[src/sv/ps2_set1_scancode_decoder_unit_assert.svh]
// Assertion macros for the scan code decoder.
// Each macro checks on rising clk_i and is disabled while rst_ni is low.
`ifndef PS2_SET1_SCANCODE_DECODER_UNIT_ASSERT_SVH
`define PS2_SET1_SCANCODE_DECODER_UNIT_ASSERT_SVH

// Same-cycle implication.
`define PS2_ASSERT_IMP(label, ante, cons) \
  label: assert property (@(posedge clk_i) disable iff (!rst_ni) (ante) |-> (cons)) \
    else $error("ps2 decoder check failed");

// Next-cycle implication.
`define PS2_ASSERT_NXT(label, ante, cons) \
  label: assert property (@(posedge clk_i) disable iff (!rst_ni) (ante) |=> (cons)) \
    else $error("ps2 decoder check failed");

`endif

[src/sv/ps2s1_pkg.sv]
`timescale 1ns / 1ps

package ps2s1_pkg;

  localparam logic [7:0] CodePrefix  = 8'hE0;
  localparam logic [7:0] CodeCtrlMk  = 8'h1D;
  localparam logic [7:0] CodeCtrlBrk = 8'h9D;
  localparam logic [7:0] CodeAltMk   = 8'h38;
  localparam logic [7:0] CodeAltBrk  = 8'hB8;

  localparam logic [6:0] ScUp    = 7'h48;
  localparam logic [6:0] ScDown  = 7'h50;
  localparam logic [6:0] ScLeft  = 7'h4B;
  localparam logic [6:0] ScRight = 7'h4D;
  localparam logic [6:0] ScHome  = 7'h47;
  localparam logic [6:0] ScEnd   = 7'h4F;
  localparam logic [6:0] ScPgUp  = 7'h49;
  localparam logic [6:0] ScPgDn  = 7'h51;

  localparam logic [6:0] KeyNone  = 7'd0;
  localparam logic [6:0] KeyUp    = 7'd1;
  localparam logic [6:0] KeyDown  = 7'd2;
  localparam logic [6:0] KeyLeft  = 7'd3;
  localparam logic [6:0] KeyRight = 7'd4;
  localparam logic [6:0] KeyHome  = 7'd5;
  localparam logic [6:0] KeyEnd   = 7'd6;
  localparam logic [6:0] KeyPgUp  = 7'd7;
  localparam logic [6:0] KeyPgDn  = 7'd8;

  typedef struct packed {
    logic [6:0] key_code;
    logic       key_valid;
    logic       key_with_ctrl;
    logic       ctrl_held;
    logic       alt_held;
  } res_t;

  function automatic logic [6:0] nav_code(input logic [6:0] sc);
    logic [6:0] k;
    case (sc)
      ScUp:    k = KeyUp;
      ScDown:  k = KeyDown;
      ScLeft:  k = KeyLeft;
      ScRight: k = KeyRight;
      ScHome:  k = KeyHome;
      ScEnd:   k = KeyEnd;
      ScPgUp:  k = KeyPgUp;
      ScPgDn:  k = KeyPgDn;
      default: k = KeyNone;
    endcase
    return k;
  endfunction

  function automatic logic [6:0] ascii_code(input logic [6:0] sc);
    logic [6:0] a;
    case (sc)
      7'h01: a = 7'h1B;
      7'h02: a = 7'h31;
      7'h03: a = 7'h32;
      7'h04: a = 7'h33;
      7'h05: a = 7'h34;
      7'h06: a = 7'h35;
      7'h07: a = 7'h36;
      7'h08: a = 7'h37;
      7'h09: a = 7'h38;
      7'h0A: a = 7'h39;
      7'h0B: a = 7'h30;
      7'h0C: a = 7'h2D;
      7'h0D: a = 7'h3D;
      7'h0E: a = 7'h08;
      7'h0F: a = 7'h09;
      7'h10: a = 7'h71;
      7'h11: a = 7'h77;
      7'h12: a = 7'h65;
      7'h13: a = 7'h72;
      7'h14: a = 7'h74;
      7'h15: a = 7'h79;
      7'h16: a = 7'h75;
      7'h17: a = 7'h69;
      7'h18: a = 7'h6F;
      7'h19: a = 7'h70;
      7'h1A: a = 7'h5B;
      7'h1B: a = 7'h5D;
      7'h1C: a = 7'h0A;
      7'h1E: a = 7'h61;
      7'h1F: a = 7'h73;
      7'h20: a = 7'h64;
      7'h21: a = 7'h66;
      7'h22: a = 7'h67;
      7'h23: a = 7'h68;
      7'h24: a = 7'h6A;
      7'h25: a = 7'h6B;
      7'h26: a = 7'h6C;
      7'h27: a = 7'h3B;
      7'h28: a = 7'h27;
      7'h29: a = 7'h60;
      7'h2B: a = 7'h5C;
      7'h2C: a = 7'h7A;
      7'h2D: a = 7'h78;
      7'h2E: a = 7'h63;
      7'h2F: a = 7'h76;
      7'h30: a = 7'h62;
      7'h31: a = 7'h6E;
      7'h32: a = 7'h6D;
      7'h33: a = 7'h2C;
      7'h34: a = 7'h2E;
      7'h35: a = 7'h2F;
      7'h37: a = 7'h2A;
      7'h39: a = 7'h20;
      default: a = KeyNone;
    endcase
    return a;
  endfunction

endpackage

[src/sv/ps2_set1_scancode_decoder_unit.sv]
`timescale 1ns / 1ps
// PS/2 scan code set 1 decoder.
// Input channel: one keyboard byte per beat on scancode_i, qualified by
// in_valid_i and held off by in_stall_o.
// Output channel: one result beat per input byte (key_code_o, key_valid_o,
// key_with_ctrl_o, ctrl_held_o, alt_held_o), qualified by out_valid_o and
// held off by out_stall_i.
// The byte is decoded in the cycle it is accepted against the prefix, ctrl
// and alt flags; its result is registered in the output or skid register.
// Throughput is one byte per cycle while in_stall_o is low.
// A skid register behind the output register takes one more result while
// the receiver stalls; in_stall_o rises only once the skid register holds
// a beat, so input stall is registered and never follows out_stall_i
// combinationally. Stalled results stay unchanged until taken.
// Reset clears the E0 prefix flag, the ctrl and alt flags and both valid
// flags; no result is pending after reset.
module ps2_set1_scancode_decoder_unit (
  input  logic       clk_i,
  input  logic       rst_ni,
  input  logic       in_valid_i,
  output logic       in_stall_o,
  input  logic [7:0] scancode_i,
  output logic       out_valid_o,
  input  logic       out_stall_i,
  output logic [6:0] key_code_o,
  output logic       key_valid_o,
  output logic       key_with_ctrl_o,
  output logic       ctrl_held_o,
  output logic       alt_held_o
);

  logic prefix_q, prefix_d;
  logic ctrl_q, ctrl_d;
  logic alt_q, alt_d;
  logic out_vld_q, out_vld_d;
  logic skid_vld_q, skid_vld_d;
  ps2s1_pkg::res_t out_q, out_d;
  ps2s1_pkg::res_t skid_q, skid_d;
  ps2s1_pkg::res_t res;
  logic [6:0] code;
  logic in_acc;
  logic out_take;

  assign in_stall_o = skid_vld_q;
  assign in_acc     = in_valid_i && !skid_vld_q;
  assign out_take   = out_vld_q && !out_stall_i;

  always_comb begin
    prefix_d = prefix_q;
    ctrl_d   = ctrl_q;
    alt_d    = alt_q;
    code     = ps2s1_pkg::KeyNone;
    if (scancode_i == ps2s1_pkg::CodePrefix) begin
      prefix_d = 1'b1;
    end else begin
      prefix_d = 1'b0;
      if (scancode_i == ps2s1_pkg::CodeCtrlMk) begin
        ctrl_d = 1'b1;
      end else if (scancode_i == ps2s1_pkg::CodeCtrlBrk) begin
        ctrl_d = 1'b0;
      end else if (scancode_i == ps2s1_pkg::CodeAltMk) begin
        alt_d = 1'b1;
      end else if (scancode_i == ps2s1_pkg::CodeAltBrk) begin
        alt_d = 1'b0;
      end else if (!scancode_i[7]) begin
        code = prefix_q ? ps2s1_pkg::nav_code(scancode_i[6:0])
                        : ps2s1_pkg::ascii_code(scancode_i[6:0]);
      end
    end
    res.key_code      = code;
    res.key_valid     = (code != ps2s1_pkg::KeyNone);
    res.key_with_ctrl = (code != ps2s1_pkg::KeyNone) && ctrl_d;
    res.ctrl_held     = ctrl_d;
    res.alt_held      = alt_d;
  end

  always_comb begin
    out_vld_d  = out_vld_q;
    skid_vld_d = skid_vld_q;
    out_d      = out_q;
    skid_d     = skid_q;
    if (out_take) begin
      out_vld_d = 1'b0;
    end
    if (skid_vld_q && out_take) begin
      out_d      = skid_q;
      out_vld_d  = 1'b1;
      skid_vld_d = 1'b0;
    end
    if (in_acc) begin
      if (!out_vld_q || out_take) begin
        out_d     = res;
        out_vld_d = 1'b1;
      end else begin
        skid_d     = res;
        skid_vld_d = 1'b1;
      end
    end
  end

  always_ff @(posedge clk_i or negedge rst_ni) begin
    if (!rst_ni) begin
      prefix_q   <= 1'b0;
      ctrl_q     <= 1'b0;
      alt_q      <= 1'b0;
      out_vld_q  <= 1'b0;
      skid_vld_q <= 1'b0;
    end else begin
      if (in_acc) begin
        prefix_q <= prefix_d;
        ctrl_q   <= ctrl_d;
        alt_q    <= alt_d;
      end
      out_vld_q  <= out_vld_d;
      skid_vld_q <= skid_vld_d;
    end
  end

  always_ff @(posedge clk_i) begin
    out_q  <= out_d;
    skid_q <= skid_d;
  end

  assign out_valid_o     = out_vld_q;
  assign key_code_o      = out_q.key_code;
  assign key_valid_o     = out_q.key_valid;
  assign key_with_ctrl_o = out_q.key_with_ctrl;
  assign ctrl_held_o     = out_q.ctrl_held;
  assign alt_held_o      = out_q.alt_held;

  `include "ps2_set1_scancode_decoder_unit_assert.svh"

  `PS2_ASSERT_IMP(a_skid_behind_out, skid_vld_q, out_vld_q)
  `PS2_ASSERT_NXT(a_stalled_beat_kept, out_vld_q && out_stall_i, out_vld_q)
  `PS2_ASSERT_IMP(a_valid_matches_code, out_vld_q,
                  key_valid_o == (key_code_o != ps2s1_pkg::KeyNone))
  `PS2_ASSERT_IMP(a_ctrl_tag_consistent, out_vld_q && key_with_ctrl_o,
                  key_valid_o && ctrl_held_o)

endmodule

[config.mk]
export PLATFORM = sky130hd
export DESIGN_NAME = ps2_set1_scancode_decoder_unit
export DESIGN_NICKNAME = d
export VERILOG_FILES = /design/src/sv/ps2s1_pkg.sv /design/src/sv/ps2_set1_scancode_decoder_unit.sv
export VERILOG_INCLUDE_DIRS = /design/src /design/src/sv
export SDC_FILE = /design/constraint.sdc
export NUM_CORES = 1
export LEC_CHECK = 0
export BUFFER_PORTS_ARGS = -buffer_cell sky130_fd_sc_hd__buf_2
export CAP_MARGIN = 10
export CORE_MARGIN = 3
export CORE_UTILIZATION = 35
export DETAILED_ROUTE_END_ITERATION = 12
export SYNTH_ARGS = -nofsm -noshare
export SYNTH_HDL_FRONTEND = slang
export SYNTH_SLANG_ARGS = --single-unit
[constraint.sdc]
create_clock -name clk_i -period 4 [get_ports clk_i]
set_input_delay 0 -clock clk_i [delete_from_list [all_inputs] [get_ports clk_i]]
set_output_delay 0 -clock clk_i [all_outputs]
set_load 0.005 [all_outputs]
## Word level (Yosys, flattened, before mapping)

Memory sizes are Yosys's and may differ from the RTL's.
Cells that the tools add are included.

| storage, ports and cells | value |
|---|---|
| bits in registers | 27 |
| bits in read-only memories | 448 |
| bits of input ports | 12 |
| output and inout port bits | 13 |
| logic and storage cells | 68 |
| memories kept | 1 |

| cells by class | value |
|---|---|
| eq/ne operators | 13 |
| muxes and demuxes | 28 |
| bitwise operators | 1 |
| reductions and logical operators | 10 |

Memories:

| name | depth | bits a word | read ports | clocked after Yosys merged registers in | wr ports | RTL line | text |
|---|---|---|---|---|---|---|---|
| (name not given) | 64 | 7 | 1 | 0 | 0 | ps2s1_pkg.sv:56 | `case (sc)` |

Operators with widths:

| kind | count |
|---|---|
| 7-bit == test, second input constant | 8 |
| 7-bit 2-to-1 mux | 8 |
| 11-bit 2-to-1 mux | 3 |
| 4-bit one-hot mux with 8 select lines | 1 |
| 8-bit == test, second input constant | 3 |
| 1-bit 2-to-1 mux | 16 |
| 8-bit by 5-bit == test with 1-bit output, second input constant | 1 |
| 8-bit by 6-bit == test with 1-bit output, second input constant | 1 |
| 7-bit nonzero test | 1 |
| 1-bit logical AND | 4 |
| 1-bit zero test | 3 |
| 2-bit AND reduction | 1 |
| 1-bit logical OR | 1 |
| 1-bit NOT | 1 |

## Logic depth before layout (Yosys ltp)

Gate-level depths: netlist (run 1).

| logic depth | value |
|---|---|
| word-level depth | 13 |
| gate-level depth with buffers | 10 |

## Worst setup path after synthesis (run 1)

Ideal clock, no wire load.

| timing path | value |
|---|---|
| path type | input to register |
| start | in scancode_i[1] |
| end | reg out_q (netlist bit key_with_ctrl_o) |
| arrival time | 1.933 ns |
| data required time | 3.916 ns |
| setup slack | 1.983 ns |
| cell stages on the path | 9 |
| path buffers | 0 |
| path through | inv_1 > ha_1 > or3b_1 > a21oi_1 > a311oi_1 > a311o_1 > and4b_1 > o2111a_2 > o31ai_2 |

RTL lines:

| what | RTL line | text |
|---|---|---|
| start, declared | ps2_set1_scancode_decoder_unit.sv:22 | `input logic [7:0] scancode_i,` |
| end signal, assigned | ps2_set1_scancode_decoder_unit.sv:120 | `out_q <= out_d;` |
| end, declared | ps2_set1_scancode_decoder_unit.sv:37 | `ps2s1_pkg::res_t out_q, out_d;` |

==> out/metrics.yaml, run 1 <==
drc: 0
drt_iter0_markers: 89
path_class: "in -> reg"
row_count: 27
hold_ws_ps: -0.968
rsz0062_at_grt: "no"
finClkSkew_ps: 4.93
die_area_um2: 6780
synthToLayoutAreaGrowth_pct: 9.57
layout_min_cycle_time_ps: 2230
status: "finished, violations left"
first_pass_iters: 4
final_nets: 277
reg2regPathDepth: 6
power_density_nw_per_um2: 407
reg2reg_slack_ps: 1860
crit_end: "key_with_ctrl_o"
clk_path_buf_depth: 2
post_drt_wl_per_cell_um: 14.6
cts_resized: 0
cts_buffers: 3
synth_edf_count: 11
grt_usage: 0.149
netlist_area_um2: 2040
tns_ps: 0
ys_async_sr_fraction: 0.185
fp.dieW_um: 82.3
layout_common_cells: "buf_2 (24), nand2_1 (22), nor2_1 (21), o21ai_0 (19)"
power_uw: 910
hold_path.class: "in -> reg"
setup_viol: 0
worstMarginPinSlew_ps: 605
synth_fa_ha_area_frac: 0.0736
r2r-end: "key_with_ctrl_o"
cts_tree: "done"
drt_wl_total_mm: 4.73
finalCritPeriodShare: 0.557
ctsRootBufferMaster: "clkbuf_8"
core_um2: 5570
endpoint_kind: "flip-flop"
drv_cap: 0
finish.utilization: 0.401
postCtsHoldBufs: 2
start_util: 0.366
ir_worst_vdd_mv: 0.228
overflow: 0
finalMaxSlewViolations: 0
yosysWarnings: 0
synth_ff_type: "edfxtp_1"
grt_max_degree: 38
arrival_ps: 2430
final_common_cell: "buf_2"
cp-start-kind: "input pin"
synth_top_family_by_area: "compound AO/OA/AOI/OAI gates"
vias: 1796
place_hpwl_mm: 3.42
ys_seq_area_frac: 0.331
htreeDepth: 1
drive_gt1_frac: 0.167
slew-limit-headroom: 0.597
placed_area_um2: 2170
finalInstanceArea_um2: 2230
synthSimpleGateAreaFrac: 0.212
routed_via_density: 5.54
grt_pass1_wl_mm: 7.93
muxShareOfSynthArea: 0.0951
antennaDiodeCount: 0
syn-mean-instance-area_um2: 8.53
fmax_ghz: 0.449
synth_seq_cells: 27
crit_required_ps: 4200
finalHoldViolations: 1
grt_pass1_vias: 1568
post-cts-setup-buffers: 0
cts.sinks: 27
synth_compound_area_frac: 0.226
num_io_pins: 25
critPathMaxFanout: 14
r2r-start: "prefix_q"
path_clk_slew_ps: 90
die_y_um: 82.3
grt_antenna_before_repair: 0
gp_congestion: 0.870
violations: "negative hold slack"
port_buffers: 24
crit_start: "scancode_i[1]"
p_leak_uw: 0.000935
antenna_left: 0
synth_fp_nets: 263
postSynthCellCount: 239
yosysUniqueCellTypes: 50
synth_xor_area_frac: 0
clk_latency_ps: 270
## Yosys cell counts (2+ instances only)
cell      instances  share of area
edfxtp_1         11           0.16
a31oi_1           2         0.0061
o21ai_0          19          0.047
o211ai_1          6          0.022
nor2_1           21          0.039
and2_1            2         0.0061
and4b_1           2         0.0098
a21o_1            2         0.0074
a311o_1           2         0.0098
nor3_1            5          0.012
ha_1             12          0.074
clkbuf_1         11          0.020
o31ai_1           2         0.0074
mux2_2            9          0.050
dfxtp_1          11           0.11
dfrtp_1           5          0.061
mux2i_1           7          0.034
o21a_1            2         0.0074
nand2b_1          6          0.018
a211oi_1          3          0.011
nor2b_1          10          0.031
nand3b_1          2         0.0074
a21oi_1          12          0.029
inv_1            11          0.020
a21boi_0          2         0.0074
or2_2             2         0.0061
a32oi_1           6          0.026
buf_2             4         0.0098
nand3_1           6          0.015
nand2_1          22          0.040
nand4_1           3         0.0092
## worst min-delay path by stage
| stage | from | endpoint | slack, ps | depth (start not counted) |
|---|---|---|---|---|
| finish | in_valid_i | flip-flop | -1 | 3 |
| CTS | in_valid_i | flip-flop | 6 | 3 |
| global placement | rst_ni | alt_q | -180 | 1 |
| detailed placement | rst_ni | alt_q | -180 | 1 |
| global route | scancode_i[7] | prefix_q | 10 | 2 |
| floorplan | rst_ni | async pin | -300 | 0 |
## kinds of logic after synthesis
| kind of cell | after synthesis |
|---|---|
| DFF | 27 |
| buffers and inverters | 29 |
| and+or+nand+nor | 86 |
| AOI/OAI and AO/OA | 68 |
| adders and majority gates | 12 |
| muxes | 17 |
## power breakdown
part / internal [uW] / leakage (uW) / total (uW) / switching (uW)
clock: 71.3 / 0.0000228 / 152 / 80.3
combinational: 164 / 0.000652 / 350 / 186
sequential: 371 / 0.000260 / 408 / 37.6
## stage by stage
stage	hold slack, ps	setup slack, ps	cells
CTS	6.28	1800	324
global route	14.0	1600	324
floorplan	-296	1980	239
detailed placement	-181	1520	318
finish	-0.968	1770	324
global placement	-181	1560	318
## critical path, stage by stage
cell	delay, ps
buf_2	210
inv_1	180
ha_1	370
nor2_1	80
a2111oi_0	460
a311oi_1	80
a311o_1	370
and4b_1	200
o2111a_2	280
o31ai_2	200
## flip-flops by register name, indices dropped and copies added, names as in the netlist, named ones only
| register | flops |
|---|---|
| key_valid_o | 1 |
| alt_held_o | 1 |
| skid_q | 11 |
| ctrl_q | 1 |
| ctrl_held_o | 1 |
| key_code_o | 7 |
| prefix_q | 1 |
| alt_q | 1 |
| out_valid_o | 1 |
| key_with_ctrl_o | 1 |
## layer usage
layer | GRT usage | up-vias | routed length, um
met4 | 0.0731 | 0 | 106
li1 | - | 896 | -
met5 | 0 | - | 0
met1 | 0.211 | 821 | 2190
met3 | 0.0141 | 10 | 295
met2 | 0.226 | 69 | 2130
## layout make-up
class,count,area (um^2)
Sequential cell,27,676
Timing Repair Buffer,26,140
Inverter,12,45.0
Tap cell,72,90.1
Fill cell,572,3340
Clock buffer,4,45.0
Multi-Input combinational cell,183,1240
(Power assumes the default switching activity.)
==> inputs of run 2 (changes only) <==
- ABC_AREA: unset -> 1
- clock period: 4 -> 2.27 ns (I/O delays scaled with it)
==> out/metrics.yaml, run 2 <==
status: "finished clean"
hold_start: "scancode_i[7]"
layout_min_cycle_time_ps: 1830
cts.sinks: 27
ys_async_sr_fraction: 0.185
yosysWarnings: 0
synthTopCellsByArea: "nand2_1 (19%), edfxtp_1 (16%), dfxtp_1 (10%), nand3_1 (8.5%), ha_1 (7.1%)"
r2r-start: "out_valid_o"
vias: 2143
synth_fp_nets: 352
hold_path.class: "in -> reg"
synth.most_common_cell: "nand2_1"
power.share.combinational: 0.403
cts_tree: "done"
worstMarginPinSlew_ps: 618
p_sw_uw: 577
synth_common_cells: "nand2_1 (109), nand3_1 (36), nor2_1 (36), inv_1 (32), o21ai_0 (20)"
p_sw_frac: 0.352
power_density_nw_per_um2: 695
grt_pass1_vias: 1936
power.share.sequential: 0.434
setup_viol: 0
critPathMaxFanout: 12
clk_latency_ps: 270
drt_wl_total_mm: 5.25
reg2reg_slack_ps: 440
drv_cap: 0
synthToLayoutAreaGrowth_pct: 11.9
p_int_uw: 1060
row_count: 27
grt_pass1_wl_mm: 9.04
finClkSkew_ps: 8.31
finalCritPeriodShare: 0.805
path_class: "reg -> reg"
clk_path_buf_depth: 2
synth_top_area_share: 0.194
netlist_area_um2: 2110
arrival_ps: 1960
cts_buffers: 3
gp_congestion: 0.866
port_buffers: 24
reg2regPathDepth: 5
rsz0062_at_grt: "no"
syn-mean-instance-area_um2: 6.43
synth_seq_cells: 27
layout_common_cells: "nand2_1 (109), nor2_1 (36), nand3_1 (36), inv_1 (32), buf_2 (24)"
final_common_cell: "nand2_1"
endpoint_kind: "flip-flop"
ctsRootBufferMaster: "clkbuf_8"
finalMaxSlewViolations: 0
die_y_um: 83.6
place_hpwl_mm: 3.97
grt_antenna_before_repair: 0
core_um2: 5680
path_clk_slew_ps: 90
ys_seq_area_frac: 0.320
drive_gt1_frac: 0.134
cp-start-kind: "flip-flop"
fp.dieW_um: 83.6
placed_area_um2: 2300
num_io_pins: 25
regMostFlops: "skid_q"
finalHoldViolations: 0
postSynthCellCount: 328
largest_register_ffs: 11
yosysUniqueCellTypes: 28
yosysTopAreaCell: "nand2_1"
num-fill-cells: 597
synth_edf_count: 11
fmax_ghz: 0.548
slew-limit-headroom: 0.586
tns_ps: 0
r2r-end: "key_code_o[2]"
crit_required_ps: 2400
hold_end: "prefix_q"
antenna_left: 0
grt_max_degree: 21
die_area_um2: 6990
synth_ff_type: "edfxtp_1"
final_nets: 376
start_util: 0.371
p_leak_uw: 0.00121
finalInstanceArea_um2: 2360
htreeDepth: 1
grt_usage: 0.152
holdPathStages: 3
power_frac_clock: 0.163
first_pass_iters: 5
drt_iter0_markers: 150
drc: 0
routed_via_density: 5.07
ir_worst_vdd_mv: 0.409
post_drt_wl_per_cell_um: 12.4
antennaDiodeCount: 0
overflow: 0
## run 2: cell types whose count changed in the layout (fill, tap and decap cells not counted), moves of 6 or more
cell      delta
mux2i_1      -7
mux2_2       -9
inv_1       +21
nand2b_1     -6
nand2_1     +87
nor2b_1     -10
nor2_1      +15
nand3_1     +30
a32oi_1      -6
## run 2: what timing repair did
action,CTS,global route
buffers inserted,0,0
hold buffers,1,0
setup endpoints to repair,0,0
hold endpoints to repair,5,0
gates resized for setup,0,0
## run 2: critical path, stage by stage, from the launching register on
cell,delay [ps]
dfrtp_1,370
nand2_1,70
nor2_1,480
inv_1,350
o211ai_1,270
o21ai_0,140
## run 2: layer usage
| layer | share of wire | vias up | global-route usage |
|---|---|---|---|
| met4 | 0.014 | 0 | 0.0439 |
| met1 | 0.48 | 934 | 0.212 |
| li1 | - | 1105 | - |
| met5 | 0 | - | 0 |
| met3 | 0.072 | 6 | 0.0158 |
| met2 | 0.44 | 98 | 0.248 |
## run 2: final cells by class
| type | instances | area (um^2) | share of cell area |
|---|---|---|---|
| Multi-Input combinational cell | 255 | 1250 | 0.529 |
| Sequential cell | 27 | 676 | 0.286 |
| Clock buffer | 4 | 45.0 | 0.0191 |
| Timing Repair Buffer | 30 | 168 | 0.0711 |
| Inverter | 35 | 131 | 0.0557 |
| Tap cell | 72 | 90.1 | 0.0382 |
## run 2: logic make-up after synthesis
family,after synthesis,share of synthesized area
DFF,27,0.320
adders and majority gates,12,0.0712
AOI/OAI and AO/OA,44,0.119
buffers and inverters,46,0.0872
and+or+nand+nor,199,0.402
## run 2: worst max path at each step
| stage | from | endpoint | cells after the start |
|---|---|---|---|
| floorplan | scancode_i[1] | skid_q[2] | 13 |
| global placement | scancode_i[1] | skid_q[2] | 14 |
| detailed placement | scancode_i[1] | skid_q[3] | 14 |
| CTS | out_valid_o | key_code_o[3] | 5 |
| global route | flip-flop | key_code_o[2] | 6 |
| finish | out_valid_o | key_code_o[2] | 5 |
## run 2: metrics by stage
step	setup WS, ps	util	power (uW)	std cells	hold slack [ps]
after floorplan	670	-	1160	328	-296
after global placement	235	0.406	1400	418	-182
after detailed placement	222	0.406	1380	418	-179
after CTS	416	0.416	1650	423	44.7
after global routing	129	0.416	1790	423	56.5
final	444	0.416	1640	423	39.4
## run 2: power groups by stage
stage	Combinational, uW	Clock [uW]	Sequential, uW
final	661	267	712
after global placement	674	0	723
after detailed placement	659	0	725
after floorplan	420	0	740
after CTS	664	270	714
after global routing	761	293	734
==> inputs of run 3 (changes only) <==
- ABC_AREA: 1 -> 0
- clock period: 2.27 -> 1.65 ns (I/O delays scaled with it)
==> out/metrics.yaml, run 3 (same netlist as run 1, synthesis figures left out) <==
final_nets: 344
pre_cts_slack_ps: -525
placed_area_um2: 2690
cts_buffers: 3
p_sw_uw: 823
drive_gt1_frac: 0.426
ir_worst_vdd_mv: 0.462
grt_pass1_wl_mm: 9.58
r2r-end: "skid_q[2]"
finalMaxSlewViolations: 0
port_buffers: 24
drt_iter0_markers: 77
drt_wl_total_mm: 5.70
status: "finished, violations left"
power.share.sequential: 0.399
clk_latency_ps: 270
path_clk_slew_ps: 90
die_y_um: 82.3
place_hpwl_mm: 4.33
cts_tree: "done"
htreeDepth: 1
synthToLayoutAreaGrowth_pct: 41.6
finalCritPeriodShare: 1.13
num_io_pins: 25
antennaDiodeCount: 0
setup_ws_ps: -210
slew-limit-headroom: 0.708
clk_path_buf_depth: 2
p_sw_frac: 0.334
reg2regPathDepth: 7
rsz0062_at_grt: "yes"
finalInstanceArea_um2: 2890
r2r-start: "prefix_q"
reg2reg_slack_ps: -200
power.share.combinational: 0.451
arrival_ps: 1980
finClkSkew_ps: 7.02
drc: 0
p_leak_uw: 0.00127
core_um2: 5570
crit_start: "scancode_i[0]"
path_class: "in -> reg"
layout_min_cycle_time_ps: 1860
hold_path.class: "in -> reg"
grt_usage: 0.179
worstMarginPinSlew_ps: 435
power_density_nw_per_um2: 852
grt_max_degree: 23
final_common_cell: "buf_4"
row_count: 27
wl_met1_mm: 2.59
first_pass_iters: 4
cts.sinks: 27
ctsRootBufferMaster: "clkbuf_8"
cp-start-kind: "input pin"
dr_wl_met3_um: 209
p_int_uw: 1640
drv_cap: 0
fmax_ghz: 0.538
post_drt_wl_per_cell_um: 14.6
num-fill-cells: 540
vias: 2075
met2_length_mm: 2.79
crit_required_ps: 1770
critPathMaxFanout: 4
antenna_left: 0
grt_pass1_vias: 1993
tns_ps: -714
routed_via_density: 5.31
violations: "negative setup slack"
gp_congestion: 1.01
grt_antenna_before_repair: 0
largest_register_ffs: 11
crit_end: "skid_q[2]"
endpoint_kind: "flip-flop"
top_layer: "met4"
start_util: 0.366
power_frac_clock: 0.150
setup_viol: 5
layout_common_cells: "buf_4 (68), nand2_1 (22), buf_2 (21), nor2_1 (17), o21ai_0 (17)"
finalHoldViolations: 0
die_area_um2: 6780
regMostFlops: "skid_q"
overflow: 0
fp.dieW_um: 82.3
[run 3: cell count changes in the layout (fill, tap and decap cells not counted), moves of 19 or more]
| cell | change |
|---|---|
| inv_1 | -23 |
| nor2_1 | -19 |
| nand2_1 | -87 |
| nand3_1 | -30 |
| buf_4 | +63 |
[run 3: metal layers]
metal | GRT usage | vias up
li1 | - | 1038
met1 | 0.233 | 976
met2 | 0.311 | 49
met3 | 0.0184 | 12
met4 | 0.0515 | 0
met5 | 0 | -
[run 3: worst min path at each step]
stage / from / end / slack, ps / cells after the start
finish: out_stall_i / out_valid_o / 0.1 / 3
global route: out_stall_i / out_valid_o / 20 / 3
CTS: out_stall_i / out_valid_o / 1 / 3
detailed placement: rst_ni / prefix_q / -180 / 1
global placement: rst_ni / prefix_q / -180 / 1
floorplan: rst_ni / async pin / -300 / 0
[run 3: area by class of cell]
cell class	instances	area, um^2	share of cell area
multi-input cells	183	1360	0.471
flip-flops and latches	27	677	0.234
clock buffers	4	45.0	0.0156
well taps	72	90.1	0.0312
inverters	12	52.6	0.0182
repair buffers	93	663	0.230
[run 3: power by group through the flow]
stage | sequential, uW | clock, uW | combinational [uW]
2_1_floorplan | 1020 | 0 | 579
3_3_place_gp | 990 | 0 | 1020
3_5_place_dp | 1000 | 0 | 1040
4_1_cts | 987 | 381 | 1080
5_1_grt | 1010 | 418 | 1240
6_report | 983 | 369 | 1110
[run 3: through the flow]
step	power, uW	hold WS (ps)	std cells	utilization
6_report	2460	0.101	391	0.518
4_1_cts	2450	1.06	390	0.507
3_5_place_dp	2050	-177	385	0.483
2_1_floorplan	1600	-296	239	-
5_1_grt	2680	16.1	391	0.518
3_3_place_gp	2010	-183	385	0.483
[run 3: what timing repair did]
action	4_1_cts	5_1_grt
hold buffers	1	0
pin swaps	0	2
hold endpoints to repair	5	0
buffers inserted	0	1
endpoints found under the setup margin	6	12
resized for setup	20	15
[run 3: worst max-delay path, stage by stage]
cell and delay [ps]:
buf_8 80, clkinvlp_4 120, ha_4 280, or3b_4 390
a21oi_2 130, a311oi_1 60, a311o_1 310, and4b_1 190
o2111a_2 280, nor2_1 130
